## config.mk

```make
export PLATFORM = sky130hd
export DESIGN_NAME = v2a_div_cell
export DESIGN_NICKNAME = d
export VERILOG_FILES = /design/src/rtl/v2a_div_cell.sv
export SDC_FILE = /design/constraint.sdc
export NUM_CORES = 1
export LEC_CHECK = 0
export CAP_MARGIN = 20
export CORE_AREA = 2 2 182 184
export CTS_BUF_LIST = sky130_fd_sc_hd__clkbuf_2
export CTS_CLUSTER_DIAMETER = 150
export DETAILED_ROUTE_END_ITERATION = 16
export DIE_AREA = 0 0 184 186
export DONT_BUFFER_PORTS = 1
export GPL_ROUTABILITY_DRIVEN = 0
export PLACE_DENSITY = 0.55
export SETUP_SLACK_MARGIN = 0.15
export SLEW_MARGIN = 20
export SYNTH_ARGS = -nofsm -noshare
export SYNTH_HDL_FRONTEND = slang
export SYNTH_SLANG_ARGS = --single-unit
```

## constraint.sdc

```tcl
create_clock -name clk -period 3.9 [get_ports clk]
set_input_delay 0.585 -clock clk [delete_from_list [all_inputs] [get_ports clk]]
set_output_delay 0.585 -clock clk [all_outputs]
set_load 0.01 [all_outputs]
```

## src/rtl/v2a_div_cell.sv

```systemverilog
// one restoring division step for the x and y lanes sharing one divisor
// depends on nothing outside this file
module v2a_div_cell #(
  parameter int NB = 63,
  parameter int DW = 32,
  parameter int SW = 8
) (
  input  logic          clk,
  input  logic          rst_n,
  input  logic          en,
  input  logic          in_v,
  input  logic [DW-1:0] in_den,
  input  logic [DW-1:0] in_remx,
  input  logic [NB-1:0] in_nqx,
  input  logic [DW-1:0] in_remy,
  input  logic [NB-1:0] in_nqy,
  input  logic [SW-1:0] in_side,
  output logic          out_v,
  output logic [DW-1:0] out_den,
  output logic [DW-1:0] out_remx,
  output logic [NB-1:0] out_nqx,
  output logic [DW-1:0] out_remy,
  output logic [NB-1:0] out_nqy,
  output logic [SW-1:0] out_side
);

  logic          v_r;
  logic [DW-1:0] den_r, remx_r, remy_r, remx_nxt, remy_nxt;
  logic [NB-1:0] nqx_r, nqy_r, nqx_nxt, nqy_nxt;
  logic [SW-1:0] side_r;
  logic [DW:0]   r2x, r2y, dx, dy;
  logic          gex, gey;

  always_comb begin
    r2x      = {in_remx, in_nqx[NB-1]};
    r2y      = {in_remy, in_nqy[NB-1]};
    gex      = r2x >= {1'b0, in_den};
    gey      = r2y >= {1'b0, in_den};
    dx       = r2x - {1'b0, in_den};
    dy       = r2y - {1'b0, in_den};
    remx_nxt = gex ? dx[DW-1:0] : r2x[DW-1:0];
    remy_nxt = gey ? dy[DW-1:0] : r2y[DW-1:0];
    nqx_nxt  = {in_nqx[NB-2:0], gex};
    nqy_nxt  = {in_nqy[NB-2:0], gey};
  end

  always_ff @(posedge clk) begin
    if (!rst_n) begin
      v_r <= 1'b0;
    end else if (en) begin
      v_r <= in_v;
    end
  end

  always_ff @(posedge clk) begin
    if (en) begin
      den_r  <= in_den;
      remx_r <= remx_nxt;
      remy_r <= remy_nxt;
      nqx_r  <= nqx_nxt;
      nqy_r  <= nqy_nxt;
      side_r <= in_side;
    end
  end

  assign out_v    = v_r;
  assign out_den  = den_r;
  assign out_remx = remx_r;
  assign out_nqx  = nqx_r;
  assign out_remy = remy_r;
  assign out_nqy  = nqy_r;
  assign out_side = side_r;

endmodule

```

==> run_results.csv <==
group,metric,value,unit
outcome,status,"complete, but fails checks",
outcome,violations,"hold timing",
critical_path,cp.required,4580,ps
synthesis,syn_inst,895,
floorplan,core,32200,sq um
floorplan,rows,66,
global_routing,grt_pass1_vias,8483,
critical_path,crit_chain,"dlygate4sd3_1, ha_1, nand3_1, o21bai_1, a311oi_2, o2111ai_1, a21oi_1, a31oi_4, buf_4, nand2_1, o21ai_0",
floorplan,pin_count,465,
synthesis,synth-xor-area-share,4.41,%
synthesis,synthMuxAreaShare,0.788,%
finish,area_delta_synth_final,28.9,%
pwr,power_density,414,nW/um^2
global_routing,grt_max_degree,232,
clock_network,clock_sinks,231,
critical_path,slowest_stage,"dlygate4sd3_1",
pwr,p_leak,5.59,nW
finish,drive_gt1_share,9.41,%
critical_path,crit_arrival,3880,ps
synthesis,synth_nets,1195,
min_path,hold_path_class,"primary input to flip-flop",
synthesis,synthTopCellsByCount,"edfxtp_1 (230), nand2_1 (97), o21ai_0 (70)",
critical_path,path_buf_inv,2,
synthesis,synth_ff_type,"edfxtp_1",
clock_network,ctsHoldBuffers,231,
pwr,clkPwrFrac,26.5,%
synthesis,synth_simple_gate_area_share,8.85,%
floorplan,die_h,186,um
pwr,comb_power_share,16.9,%
global_routing,antenna_found_initial,1,
sta,final.setup.tns,0,ps
clock_network,numCtsBuffers,57,
critical_path,startpoint_type,"primary input",
pwr,finalPower,5.93,mW
clock_network,cts_tree,"done",
clock_network,cts_max_level,2,
synthesis,avgSynthCellArea,12.4,sq um
clock_network,root_buffer,"clkbuf_2",
floorplan,die_w,184,um
synthesis,synth.distinct_cells,55,
floorplan,start_util,34.5,%
critical_path,critPathCaptureType,"flip-flop",
clock_network,insertion_delay,920,ps
flow_run,max-cap-violations,0,
critical_path,slowest_delay,590,ps
sta,fin_crit_sh,82.2,%
synthesis,post-synth-top-count-cell,"edfxtp_1",
detailed_routing,ant_nets,0,
sta,setup_viol,0,
detailed_routing,drtPass1Iterations,7,
synthesis,synth-compound-area-share,13.0,%
finish,final_area,14300,sq um
synthesis,synth-adder-area-share,7.56,%
place,placed_area,11500,sq um
critical_path,cp_max_fo,42,
pwr,p_int,4.08,mW
synthesis,ys_ff_latch,231,
sta,hold_slack,-194,ps
detailed_routing,drt-total-wl,39000,um
floorplan,die_area,34200,sq um
synthesis,synth_area_leader_cell,"edfxtp_1",
synthesis,synthTopCellsByArea,"edfxtp_1 (62%), ha_1 (7.2%), nand2_1 (3.3%)",
global_routing,grtUsageTotal,21.9,%
detailed_routing,wl_per_cell,24.3,um
synthesis,ys_seq_area_share,62.3,%
pwr,power.switching,1.86,mW
sta,relSlewSlack,50.6,%
pwr,seq_power_share,56.6,%
sta,worst_pin_slew,737,ps
sta,timing.final.hold_violations,171,
synthesis,synth_top_family_by_area,"compound AO/OA/AOI/OAI gates",
place,port_buffers,0,
finish,nets,1463,
detailed_routing,avgViaCountPerCell,5.20,
synthesis,synth_edf_count,230,
critical_path,path_class,"primary input to flip-flop",
place,dp_hpwl,27300,um
detailed_routing,num_vias,8365,
clock_network,postCtsSetupBuffers,0,
detailed_routing,drc_errors,0,
global_routing,grt_remaining_overflow,0,
pwr,peakVddDrop,0.207,mV
synthesis,ys_async_sr_fraction,0,%
synthesis,syn_area,11100,sq um
sta,rsz0062_at_grt,"false",
sta,fin_crit,3200,ps
sta,clock_skew,0,ps
detailed_routing,drt_iter0_drc,493,
global_routing,grt_pass1_wl,54200,um
synthesis,ys_warn_count,0,
sta,drv_slew,0,
sta,fmax,312,MHz
synthesis,synth.top_cell.area_share,62.1,%
pwr,swShare,31.3,%
clock_network,clk_pin_slew_worst_paths,120,ps
clock_network,clk_path_buf_depth,3,
critical_path,critical-path-top-delay-family,"compound AO/OA/AOI/OAI gates",
-- power groups by stage --
| stage | Sequential, mW | Clock, mW | Combinational, mW |
|---|---|---|---|
| after global placement | 3.42 | 0 | 0.780 |
| after global routing | 3.37 | 1.75 | 1.11 |
| after floorplan | 3.31 | 0 | 0.617 |
| final | 3.36 | 1.57 | 1.00 |
| after CTS | 3.37 | 1.62 | 0.995 |
| after detailed placement | 3.42 | 0 | 0.787 |
-- cell families after synthesis --
logic type	count (synthesis)
xor+xnor	56
buf+inv	84
simple gates	212
flops	231
compound gates	238
mux	8
fa+ha+maj	66
-- timing repair --
item,CTS,global route
hold endpoints to repair,460,230
gates resized for setup,0,0
endpoints found under the setup margin,0,0
-- per-stage QoR --
stage | instances | util (%) | setup WS, ps
5_1_grt | 1610 | 44.5 | 532
6_report | 1610 | 44.5 | 696
2_1_floorplan | 895 | - | 884
4_1_cts | 1609 | 44.5 | 906
3_5_place_dp | 1281 | 35.9 | 319
3_3_place_gp | 1281 | 35.9 | 372
-- routing by layer --
metal | global-route usage, % | up-vias | share of wire [%]
li1 | - | 3885 | -
met1 | 23.6 | 4052 | 37
met2 | 40.1 | 371 | 52
met3 | 6.34 | 57 | 7.5
met4 | 8.93 | 0 | 3.1
met5 | 0 | - | 0
-- worst reg2reg max path, cell delays in order, from the launching register on --
cell and delay, ps:
dfxtp_1 350, mux2i_1 130, nor2b_1 60, dlygate4sd3_1 550
-- layout make-up --
cell class	count	area, sq um
clock inverter	17	68.8
tap	408	510
clock buffer	80	400
multi-input combinational	580	3850
antenna	1	2.50
inverter	56	210
sequential	231	6930
timing repair buffer	237	2360
fill	2977	17900
-- path summary, 6_finish.rpt --
check        slack, ps               start  cells after the start               endpoint
max                700          in_remx[1]                     11  out_remx[6]$_DFFE_PP_
min               -190                  en                      0  out_nqy[58]$_DFFE_PP_
max reg2reg       2710  out_v$_SDFFE_PN0P_                      3     out_v$_SDFFE_PN0P_
min reg2reg       1130  out_v$_SDFFE_PN0P_                      3     out_v$_SDFFE_PN0P_
-- flip-flops by register name, indices dropped and copies added, names as in the netlist --
signal and cells:
out_den 32, out_side 8, out_remy 32, out_nqy 63, out_nqx 63, out_v 1
out_remx 32
-- placed cells by master (no fill, tap or decap), types with 7 or more instances in the layout --
master / synthesis / final
clkinv_1: 0 / 11
xor2_1: 30 / 30
nor2_1: 28 / 28
o21ai_0: 70 / 70
a21o_1: 25 / 25
clkbuf_2: 0 / 80
and3_1: 9 / 9
dlygate4sd3_1: 0 / 231
nand4_1: 15 / 15
nor3_1: 7 / 7
xnor2_1: 26 / 26
a31oi_1: 9 / 9
ha_1: 64 / 64
a21oi_1: 64 / 64
nand2_1: 97 / 97
nor2b_1: 10 / 10
edfxtp_1: 230 / 230
nand3_1: 25 / 25
o21bai_1: 13 / 13
inv_1: 55 / 55
o21ai_1: 17 / 17
No activity file was read; power rests on OpenSTA's default activity.
