File: config.mk
export PLATFORM = sky130hd
export DESIGN_NAME = v2a_sqrt_cell
export DESIGN_NICKNAME = d
export VERILOG_FILES = /design/src/rtl/v2a_sqrt_cell.sv
export SDC_FILE = /design/constraint.sdc
export NUM_CORES = 1
export LEC_CHECK = 0
export ABC_AREA = 1
export BUFFER_PORTS_ARGS = -buffer_cell sky130_fd_sc_hd__buf_2
export CORE_UTILIZATION = 31
export CTS_CLUSTER_DIAMETER = 60
export DETAILED_ROUTE_END_ITERATION = 10
export GPL_ROUTABILITY_DRIVEN = 0
export GPL_TIMING_DRIVEN = 1
export PLACE_DENSITY = 0.58
export SLEW_MARGIN = 10
export SYNTH_ARGS = -nofsm -noshare
export SYNTH_HDL_FRONTEND = slang
export SYNTH_SLANG_ARGS = --single-unit
File: constraint.sdc
create_clock -name clk -period 3.65 [get_ports clk]
set_input_delay 0.1825 -clock clk [delete_from_list [all_inputs] [get_ports clk]]
set_output_delay 0.1825 -clock clk [all_outputs]
set_load 0.005 [all_outputs]
File: src/rtl/v2a_sqrt_cell.sv
// one step of the integer square root row: compare, subtract, shift
// depends on nothing outside this file
module v2a_sqrt_cell #(
  parameter int NW      = 64,
  parameter int BIT_POS = 62,
  parameter int SW      = 8
) (
  input  logic          clk,
  input  logic          rst_n,
  input  logic          en,
  input  logic          in_v,
  input  logic [NW-1:0] in_n,
  input  logic [NW-1:0] in_res,
  input  logic [SW-1:0] in_side,
  output logic          out_v,
  output logic [NW-1:0] out_n,
  output logic [NW-1:0] out_res,
  output logic [SW-1:0] out_side
);

  localparam logic [NW-1:0] BIT = {{(NW-1){1'b0}}, 1'b1} << BIT_POS;

  logic          v_r;
  logic [NW-1:0] n_r, res_r, n_nxt, res_nxt;
  logic [SW-1:0] side_r;
  logic [NW:0]   trial;
  logic          ge;

  always_comb begin
    trial   = {1'b0, in_res} + {1'b0, BIT};
    ge      = {1'b0, in_n} >= trial;
    n_nxt   = ge ? (in_n - trial[NW-1:0]) : in_n;
    res_nxt = ge ? ((in_res >> 1) + BIT) : (in_res >> 1);
  end

  always_ff @(posedge clk) begin
    if (!rst_n) begin
      v_r <= 1'b0;
    end else if (en) begin
      v_r <= in_v;
    end
  end

  always_ff @(posedge clk) begin
    if (en) begin
      n_r    <= n_nxt;
      res_r  <= res_nxt;
      side_r <= in_side;
    end
  end

  assign out_v    = v_r;
  assign out_n    = n_r;
  assign out_res  = res_r;
  assign out_side = side_r;

endmodule

==> results of run 1 <==
## registers in the layout, indices dropped and copies added, names as in the netlist
name and count:
out_n 64, out_res 64, out_side 8, out_v 1
## through the flow
stage	hold slack, ns	power, uW	area [um2]	setup slack [ns]
floorplan	0.276	3010	11500	1.62
global placement	0.360	3600	13300	0.802
detailed placement	0.361	3620	13300	0.752
CTS	0.0160	5480	14600	0.703
global route	0.0461	5740	14600	0.413
finish	0.0426	5420	14600	0.566
## cells in the mapped netlist
master	instances	area share (%)
buf_2	5	0.22
nor2_1	96	3.1
edfxtp_1	136	36
nand3b_1	16	1.0
nor2_2	21	1.1
buf_8	1	0.13
nand2_2	27	1.5
a21oi_1	42	1.8
nand3_1	131	5.7
buf_6	8	0.78
ha_1	65	7.1
xnor2_1	1	0.076
dfxtp_1	1	0.17
nand3_2	1	0.087
fa_1	1	0.17
nor4_1	6	0.33
or2_2	1	0.055
inv_2	5	0.16
buf_12	2	0.35
buf_4	6	0.39
nand2_4	1	0.098
nand4_1	7	0.38
nor4_2	1	0.11
and3_1	3	0.16
o21ai_0	9	0.39
nor3_1	8	0.35
and2_1	1	0.055
xor2_1	30	2.3
nand2_1	705	23
a21oi_2	1	0.076
inv_1	402	13
## worst register-to-register path: stages, from the launching register on
cell	delay, ns
dfxtp_1	0.31
o21ai_0	0.14
a21oi_1	0.06
dlygate4sd3_1	0.59
## final timing paths
kind                      startpoint  slack (ns)  depth (start not counted)            endpoint
setup reg to reg  out_v$_SDFFE_PN0P_        2.43                          3  out_v$_SDFFE_PN0P_
hold / removal               in_n[5]        0.04                          3  out_n[5]$_DFFE_PP_
hold reg to reg   out_v$_SDFFE_PN0P_        1.10                          3  out_v$_SDFFE_PN0P_
setup / recovery          in_res[32]        0.57                         16  out_n[1]$_DFFE_PP_
## layout make-up
type	instances	area, um2
well taps	468	586
inverters	407	1530
diodes	1	2.50
clock inverters	13	145
fillers	3938	21900
multi-input cells	1174	5640
repair buffers	355	2170
clock buffers	19	433
flip-flops and latches	137	4100
## kinds of logic after synthesis
kind of cell	synth area share, %
adder cells (fa/ha/maj)	7.26
XOR/XNOR	2.36
AO/OA/AOI/OAI	2.30
flip-flops	35.7
AND/OR/NAND/NOR	37.2
buffers and inverters	15.2
## power groups by stage
stage	Combinational [uW]	Sequential (uW)	Clock, uW
after global routing	1860	2020	1860
after floorplan	953	2050	0
after detailed placement	1590	2030	0
after CTS	1660	2000	1820
final	1660	2000	1760
after global placement	1570	2030	0
## per-layer routing
layer	vias up	part of all wire, %	routed length, um
li1	5985	-	-
met1	5136	47	18400
met2	427	42	16600
met3	63	7.9	3110
met4	4	3.0	1190
met5	-	0.046	18
==> run summary, run 1 <==
The maximum clock insertion buffer count came out at 2. The worst setup path is captured at a flop. The largest vdd supply drop is 336 uV. In this design, the largest share of critical-path delay is due to simple AND/OR/NAND/NOR gates. In this run the count of I/O pins placed on the die edge is roughly 280. Of the total power, the share spent switching nets is around a third.

The worst stage delay on the critical path came out at ~0.52 ns. Yosys mapped the design onto 31 distinct sky130hd cell types. The top cell types in the final layout, fill and taps aside, are 705 x nand2_1, 402 x inv_1, 275 x buf_2, 136 x edfxtp_1, 131 x nand3_1.

The floorplan step set the die width to about 190 um. In this run the core area contains 70 standard-cell rows. The placed instance count came out at 2469. Yosys printed 0 warnings. Entering global routing, the biggest net connects 75 pins.

The fraction of met1 tracks used by global routing came out at 28.1%. The growth of design area from synthesis to finish is 27.2%. The number of H-tree levels came out at 4.

Clock skew on the completed layout was measured at 0 ns. The later pin in the worst-skew pair is clocked with a latency of 0.44 ns. The vias after detailed routing came out at 11600.

The required time of the critical path is between 3 and 4 ns. The cell area after synthesis came out at around 11000 um2. After the first detailed-routing iteration, the DRC count stood at 860. The net count of the finished layout is 2298. The number of setup violations in the final report is 0. The per-cell via count in the routed design came out at approximately 4.5. Internal power comes to 3570 uW. The layer carrying the most global-route usage is met2. The number of pins exceeding their max-slew limit in the final report is 0. Registers are responsible for a little under two fifths of the overall power. The initial antenna violation count came out at 4. The share of the clock period used by the worst path came out at 84.5%. The final number of hold-violating endpoints came out at 0. In this run the tightest slew margin relative to its limit is between 50 and 60%. The total DRC errors in the routed layout came out at 0.

For this configuration, the core starts out at a cell density of about a third. The arrival time at the worst endpoint came out at 3.27 ns. The number of buffers and inverters on the critical path came out at 6. The shortest clock period the worst path allows after layout is between 3 and 4 ns. The length of the first detailed-routing pass in iterations is 7. The quantity of gates resized following cts is 0. The flop and latch count out of synthesis is 137.

Global routing used a little under a third of the available met2 tracks. The share of cells above drive strength 1 is between 10% and 20%. The routed wire length is between 30000 and 40000 um. The critical path is of the in -> reg type. The run finished with clean final reports.

STA classifies the critical path startpoint as an input pin. Timing would allow up to 324 MHz. The number of sinks handled by clock tree synthesis came out at 137. The signal on the critical path passes through dlygate4sd3_1, buf_2, inv_1, ha_1, nand2_1, nor2_1, nand2_1, inv_1, nand2_1, nand2_1, inv_1, nand2_1, nand2_2, nand2_4, buf_4, o21ai_0. The clock network accounts for 32.5% of the total power. Once layout is complete, the utilization of the core stands at between 40% and 50%. The final instance count without filler cells came out at 2574.

The combinational group share of total power is 30.6%. The number of buffers inserted during clock tree synthesis is 17. The most used cell along the critical path is nand2_1. The count of input and output buffers came out at roughly 280. The CTS clock-pin slew for the worst setup and hold paths is roughly 0.07 ns.

The aggregate global-route resource usage came out at a little over a fifth. The number of instances in the synthesized netlist came out at about 1700. The tool flagged a number of max-cap violations equal to 0. The core footprint came out at around 37000 um2. The number of global-route vias before repair came out at 11200. The clock root buffer is clkbuf_16. The average size of a mapped cell came out at approximately 6.6 um2. Adding up every negative setup slack in the final design gives 0 ns.

The count of hold-fix buffers inserted at cts came out at 72. Detailed placement ended at an HPWL of roughly 32000 um. The cell at the slowest stage of the critical path is dlygate4sd3_1. The first global-routing pass estimated around 61000 um of wire. The global-route met3 utilization came out at about 5.1%. The class of the most critical hold timing path is in -> reg.

The die boundary height is between 150 and 200 um. The static leakage is 0.00824 uW. The wire length per cell came out at around 15 um.

The switching power summed over all nets came out at between 1500 and 2000 uW. The maximum fanout count along the critical path came out at 30. Of the synthesized area, sequential elements account for a little over a third. The total setup buffers inserted after CTS is 0. Synthesis produced a netlist with a net count of slightly below 2000.

TritonCTS built the clock tree. The power density over the cells came out at roughly 370 nW/um2. The transition time of the tightest slew-check pin is 0.682 ns. The post-route antenna net violation count came out at 0.

The overall overflow remaining after global route came out at 0. Setup repair after global routing left no endpoint under its margin. Leaving out fill and tap cells, the most frequent cell in the layout is nand2_1.

The total die area is between 30000 and 40000 um2.
No activity file was read; power rests on OpenSTA's default activity.
==> run 2: changes to the inputs <==
Settings changed: PLACE_DENSITY 0.58 to 0.6.
Clock period 3.65 ns to 2.8 ns, I/O delays scaled along.
==> run summary, run 2 (synthesis gave the netlist of run 1 again) <==
The largest vdd supply drop came out at 442 uV (+31%). The number of setup violations in the final report came to 0 (unchanged). The worst hold path belongs to the class in -> reg. The overall overflow remaining after global route came to 0 (unchanged). The transition time of the tightest slew-check pin came out at 0.566 ns (-0.116 ns). The per-cell via count in the routed design is 4.52 (+0.25%). The required time of the critical path is 3.00 ns (-0.83 ns). The critical path start-end classification is in -> reg. The routed wire length came to 40500 um (+3.1%). The starting density of the core came out at 31.4% (unchanged). The first-pass GRT wire length is 62100 um (+2.6%). The I/O pin total is 277 (unchanged). For this design, the slowest cell found on the critical path is dlygate4sd3_1.

The static leakage is 0.00843 uW (+2.4%). The area used by multi-input combinational logic came out at 5660 um2 (+0.35%). The number of nets in the final layout is 2332 (+1.5%).

The flow ran to the end, and the final reports show no timing, DRC or antenna violations. The total DRC errors in the routed layout is 0 (unchanged). The aggregate global-route resource usage is 21.4% (+0.54 points). The number of H-tree levels is 4 (unchanged). The combined flip-flop and latch cell area came out at 4100 um2 (unchanged). The shortest clock period the worst path allows after layout is roughly 2.7 ns.

The die boundary height is 194 um (unchanged). The type of destination of the critical path is a flop. The largest net degree at the start of global routing came to 54 (-28%). The max-cap violation count is 0 (unchanged). The number of global-route vias before repair is 11400 (+1.9%). The number of buffers inserted during clock tree synthesis is 17 (unchanged). The sum of negative setup slack is 0 ns (unchanged). The length of the first detailed-routing pass in iterations came out at 6 (-1). Static timing analysis puts the maximum clock frequency at approximately 370 MHz. The final number of hold-violating endpoints came out at 0 (unchanged). The library cells used most frequently in the layout, excluding fill and tap cells, are 703 x nand2_1, 402 x inv_1, 275 x buf_2, 136 x edfxtp_1, 131 x nand3_1. The fill cell total of the finished layout came to 3899 (-0.99%). The share of the clock period used by the worst path is 96.5%. The worst hold-check slack came out at 0.0232 ns (-0.0193 ns). The instance count along the most critical hold path came out at 3 (unchanged). The DRC violation total after the first TritonRoute iteration is 926 (+7.7%). The maximum fanout count along the critical path is 26 (-13%).

The slack of the worst reg-to-reg path came out at 1.59 ns (-0.84 ns). The worst stage delay on the critical path came out at 0.53 ns (about the same). The CTS clock-pin slew for the worst setup and hold paths came out at 0.06 ns (about the same). The power density over the cells is 490 nW/um2 (+32%). The number of sinks handled by clock tree synthesis came out at 137 (unchanged). The core utilization of the finished layout is 41.3% (+1.3 points). The clock latency at the later pin of the worst-skew pair is 0.44 ns (about the same). The count of input and output buffers is 276 (unchanged).

The maximum clock skew at final layout is 0 ns (unchanged). The initial antenna violation count was 3 (-1). The growth of design area from synthesis to finish is 31.2%. The core footprint came out at 36500 um2 (unchanged). Clock tree synthesis selected as its root buffer the cell clkbuf_16. The cell depth of the worst setup path is 19 (+3).

The critical path goes through dlygate4sd3_1, buf_2, inv_1, ha_1, nand2_1, inv_1, nand2_1, nand2_1, inv_1, nand3_2, nand2_1, nand2_2, nand2_1, nand2_2, nand2_4, nand2_4, buf_12, nand3_1, nand2_1. The maximum clock insertion buffer count came out at 2 (unchanged). TritonCTS built the clock tree. Leaving out fill and tap cells, the most frequent cell in the layout is nand2_1. The die outline width came out at 194 um (unchanged). The length in cells of the worst reg-to-reg path came out at 3 (unchanged). The post-route antenna net violation count came out at 0 (unchanged). The number of core rows was 70 (unchanged). The number of buffers and inverters on the critical path came to 6 (unchanged).

The vias after detailed routing is 11800 (+1.7%). By instance count, the cell type seen most on the critical path is nand2_1. The worst setup path is launched from an input pin. The total die area came out at 37800 um2 (unchanged). The arrival time at the worst endpoint is 2.90 ns (-0.37 ns). Setup repair after global routing left no endpoint under its margin.

The number of pins exceeding their max-slew limit in the final report is 0 (unchanged). The share of cells above drive strength 1 is 17.9% (+0.23 points). On the critical path the largest part of the delay comes from simple AND/OR/NAND/NOR gates. The worst slew slack as a fraction of its limit came out at 62.3% (+7.7 points). The wire length per cell is 15.5 um (+1.6%). The detailed-placement wirelength estimate is 32800 um (+3.0%).

The post-layout total power is 7380 uW (+36%).
-- run 2: changes by cell type in the layout (fill, tap and decap cells not counted), moves of 3 or more --
| cell | before | now |
|---|---|---|
| dlygate4sd3_1 | 72 | 98 |
| buf_12 | 1 | 4 |
| bufinv_16 | 2 | 5 |
| buf_4 | 6 | 10 |
-- run 2: routing by layer --
metal	share of wire, %	track usage (%)
met1	47	29.3
met4	2.5	7.55
met3	7.5	4.39
met2	43	33.2
met5	0	0
-- run 2: final timing paths --
kind	startpoint	to
worst max-delay path	in_res[7]	out_n[50]$_DFFE_PP_
worst min-delay path	in_n[15]	out_n[15]$_DFFE_PP_
worst max register to register	out_v$_SDFFE_PN0P_	out_v$_SDFFE_PN0P_
worst min register to register	out_v$_SDFFE_PN0P_	out_v$_SDFFE_PN0P_
-- run 2: repair_timing --
| item | in CTS | in global routing |
|---|---|---|
| setup buffers | 0 | 0 |
| endpoints found under the setup margin | 0 | 37 |
| hold endpoints to repair | 97 | 0 |
| gates resized for setup | 0 | 7 |
| hold buffers | 98 | 0 |
-- run 2: metrics by stage --
step / instance area [um2] / instances / worst slack (ns)
after floorplan: 11500 / 1740 / 0.813
after global placement: 13400 / 2476 / 0.218
after detailed placement: 13400 / 2476 / 0.192
after CTS: 15000 / 2606 / 0.133
after global routing: 15100 / 2609 / 0.00121
final: 15100 / 2610 / 0.0967
-- run 2: report_power, final --
group	switching [uW]	total, uW	leakage (uW)	internal, uW
Clock	935	2510	0.000308	1580
Combinational	1410	2260	0.00679	848
Sequential	62.1	2610	0.00134	2540
Total	2410	7380	0.00843	4970
-- run 2: cell type report --
| cell class | instances | area share [%] |
|---|---|---|
| Antenna cell | 3 | 0.0498 |
| Tap cell | 468 | 3.89 |
| Clock inverter | 12 | 1.31 |
| Inverter | 407 | 10.1 |
| Timing Repair Buffer | 389 | 16.9 |
| Sequential cell | 137 | 27.2 |
| Clock buffer | 20 | 2.90 |
| Multi-Input combinational cell | 1174 | 37.6 |
-- run 2: worst min-delay path, cell delays in order --
cell and delay, ns:
buf_2 0.09, nand3_1 0.07, nand2_1 0.06
==> run 3: changes to the inputs <==
Settings changed: RECOVER_POWER from default to 25.
==> run summary, run 3 (synthesis gave the netlist of run 1 again) <==
The number of H-tree levels came to 4 (unchanged). The internal power is 4960 uW (-0.12%). The minimum setup slack after placement came out at 0.192 ns (unchanged). The I/O pin total was 277 (unchanged).

The worst slew slack as a fraction of its limit came to -2.17% (-64 points). The tree is rooted in a clkbuf_16. The combinational group share of total power is 30.6% (about the same).

The maximum clock skew at final layout was 0 ns (unchanged). The flow ran to the end, but the final reports show violations. The static leakage was 0.00833 uW (-1.2%). The core footprint came out at 36500 um2 (unchanged). The required time of the critical path came out at 3.00 ns (about the same). The number of core rows is 70 (unchanged). STA classifies the critical path startpoint as an input pin. The initial antenna violation count came out at 3 (unchanged). The number of buffers and inverters on the critical path is 6 (unchanged). The post-route worst setup slack is 0.0961 ns (-0.000599 ns). The number of sinks handled by clock tree synthesis came out at 137 (unchanged). The switching power as a share of total power is 32.7% (about the same). The signal on the critical path passes through dlygate4sd3_1, buf_2, inv_1, ha_1, nand2_1, inv_1, nand2_1, nand2_1, inv_1, nand3_2, nand2_1, nand2_2, nand2_1, nand2_2, nand2_4, nand2_4, buf_12, nand3_1, nand2_1. The detailed-placement wirelength estimate was 32800 um (unchanged). The total DRC errors in the routed layout is 0 (unchanged). The CTS clock-pin slew for the worst setup and hold paths is 0.06 ns (about the same).

The min-delay analysis places its worst path in the category in -> reg. The shortest clock period the worst path allows after layout is 2.70 ns (+0.000599 ns). The die boundary height was 194 um (unchanged). The max-cap violation count is 1 (+1).

The largest net degree at the start of global routing came out at 54 (unchanged). The sum of negative setup slack came out at 0 ns (unchanged). The power density over the cells is 491 nW/um2 (+0.23%). TritonCTS built the clock tree.

The achievable frequency is 370 MHz (about the same). The number of pins exceeding their max-slew limit in the final report came out at 53 (+53). The number of nets in the final layout came to 2332 (unchanged). The maximum clock insertion buffer count came out at 2 (unchanged). The final reports fail on capacitance limit, slew limit.

The worst setup path is of the in -> reg kind. The number of global-route vias before repair is 11400 (unchanged). The routed wire length came out at 40500 um (about the same). The total die area is 37800 um2 (unchanged).

The post-layout total power is 7370 uW (-0.11%). In the layout the commonest cells are 703 x nand2_1, 402 x inv_1, 239 x buf_2, 136 x edfxtp_1, 131 x nand3_1. The most used cell along the critical path is nand2_1. The arrival time at the worst endpoint is 2.90 ns (about the same). The first-pass GRT wire length came to 62100 um (unchanged).

The per-cell via count in the routed design is 4.53 (+0.18%). The vias after detailed routing came out at 11800 (+0.18%). Setup repair after global routing left no endpoint under its margin. The starting density of the core is 31.4% (unchanged). The maximum fanout count along the critical path is 26 (unchanged). The aggregate global-route resource usage is 21.4% (unchanged).

The length of the first detailed-routing pass in iterations is 5 (-1). The switching power summed over all nets is 2410 uW (about the same). The DRC violation total after the first TritonRoute iteration is 862 (-6.9%). Grouping stages by cell kind, the critical path spends the most delay in simple AND/OR/NAND/NOR gates. The post-route antenna net violation count came out at 0 (unchanged). The share of cells above drive strength 1 is 16.2% (-1.6 points). The wire length per cell is 15.5 um (about the same).

Leaving out fill and tap cells, the most frequent cell in the layout is nand2_1. The count of input and output buffers came out at 276 (unchanged). The final number of hold-violating endpoints came to 0 (unchanged). The total setup buffers inserted after CTS came out at 0 (unchanged). The worst stage delay on the critical path is 0.54 ns (about the same). The sequential cell fraction of total power came out at 35.4% (about the same). On the critical path, the stage with the largest delay is an instance of dlygate4sd3_1. The share of the clock period used by the worst path is 96.6% (about the same). The proportion of power drawn by the clock network is 34.1% (about the same). The number of setup violations in the final report was 0 (unchanged). The clock latency at the later pin of the worst-skew pair came to 0.44 ns (about the same). The die outline width is 194 um (unchanged). The transition time of the tightest slew-check pin was 1.53 ns (+0.967 ns). The overall overflow remaining after global route came out at 0 (unchanged).

The number of buffers inserted during clock tree synthesis came out at 17 (unchanged). The type of destination of the critical path is a flop. The largest vdd supply drop is 441 uV (-0.19%). The growth of design area from synthesis to finish came out at 30.8%.
run 3: changes by cell type in the layout (fill, tap and decap cells not counted):
cell	change
buf_6	-1
buf_2	-36
clkbuf_2	+2
clkbuf_1	+35
run 3: layout make-up:
cell class | instances | area (um2)
fillers | 3914 | 21500
multi-input cells | 1174 | 5660
flip-flops and latches | 137 | 4100
repair buffers | 389 | 2500
inverters | 407 | 1530
well taps | 468 | 586
clock buffers | 20 | 437
clock inverters | 12 | 198
diodes | 3 | 7.51
run 3: what timing repair did:
action	CTS	global route
hold buffers	98	0
gates resized for setup	0	7
endpoints found under the hold margin	97	0
endpoints found under the setup margin	0	37
run 3: worst reg2reg max path, cell delays in order (launching register included):
cell	delay, ns
dfxtp_1	0.30
o21ai_0	0.17
a21oi_1	0.06
dlygate4sd3_1	0.56
run 3: path summary, 6_finish.rpt:
path / startpoint / to / slack (ns) / depth (start not counted)
hold reg to reg: out_v$_SDFFE_PN0P_ / out_v$_SDFFE_PN0P_ / 1.12 / 3
setup reg to reg: out_v$_SDFFE_PN0P_ / out_v$_SDFFE_PN0P_ / 1.59 / 3
hold / removal: in_n[15] / out_n[15]$_DFFE_PP_ / 0.02 / 3
setup / recovery: in_res[7] / out_n[50]$_DFFE_PP_ / 0.1 / 19
run 3: power by group through the flow:
stage,combinational [uW],sequential [uW],clock [uW]
2_1_floorplan,1240,2680,0
3_3_place_gp,2090,2650,0
3_5_place_dp,2110,2650,0
4_1_cts,2230,2610,2600
5_1_grt,2520,2630,2650
6_report,2260,2610,2510
run 3: routing by layer:
layer	share of wire, %	global-route usage, %
met5	0	0
met4	2.4	7.55
met3	7.7	4.39
met2	43	33.2
met1	47	29.3
run 3: per-stage QoR:
step | cells | hold slack (ns) | utilization (%) | area (um2)
after floorplan | 1740 | 0.233 | - | 11500
after global placement | 2476 | 0.318 | 36.7 | 13400
after detailed placement | 2476 | 0.319 | 36.7 | 13400
after CTS | 2606 | 0.000685 | 41.1 | 15000
after global routing | 2609 | 0.0173 | 41.1 | 15000
final | 2610 | 0.0240 | 41.1 | 15000
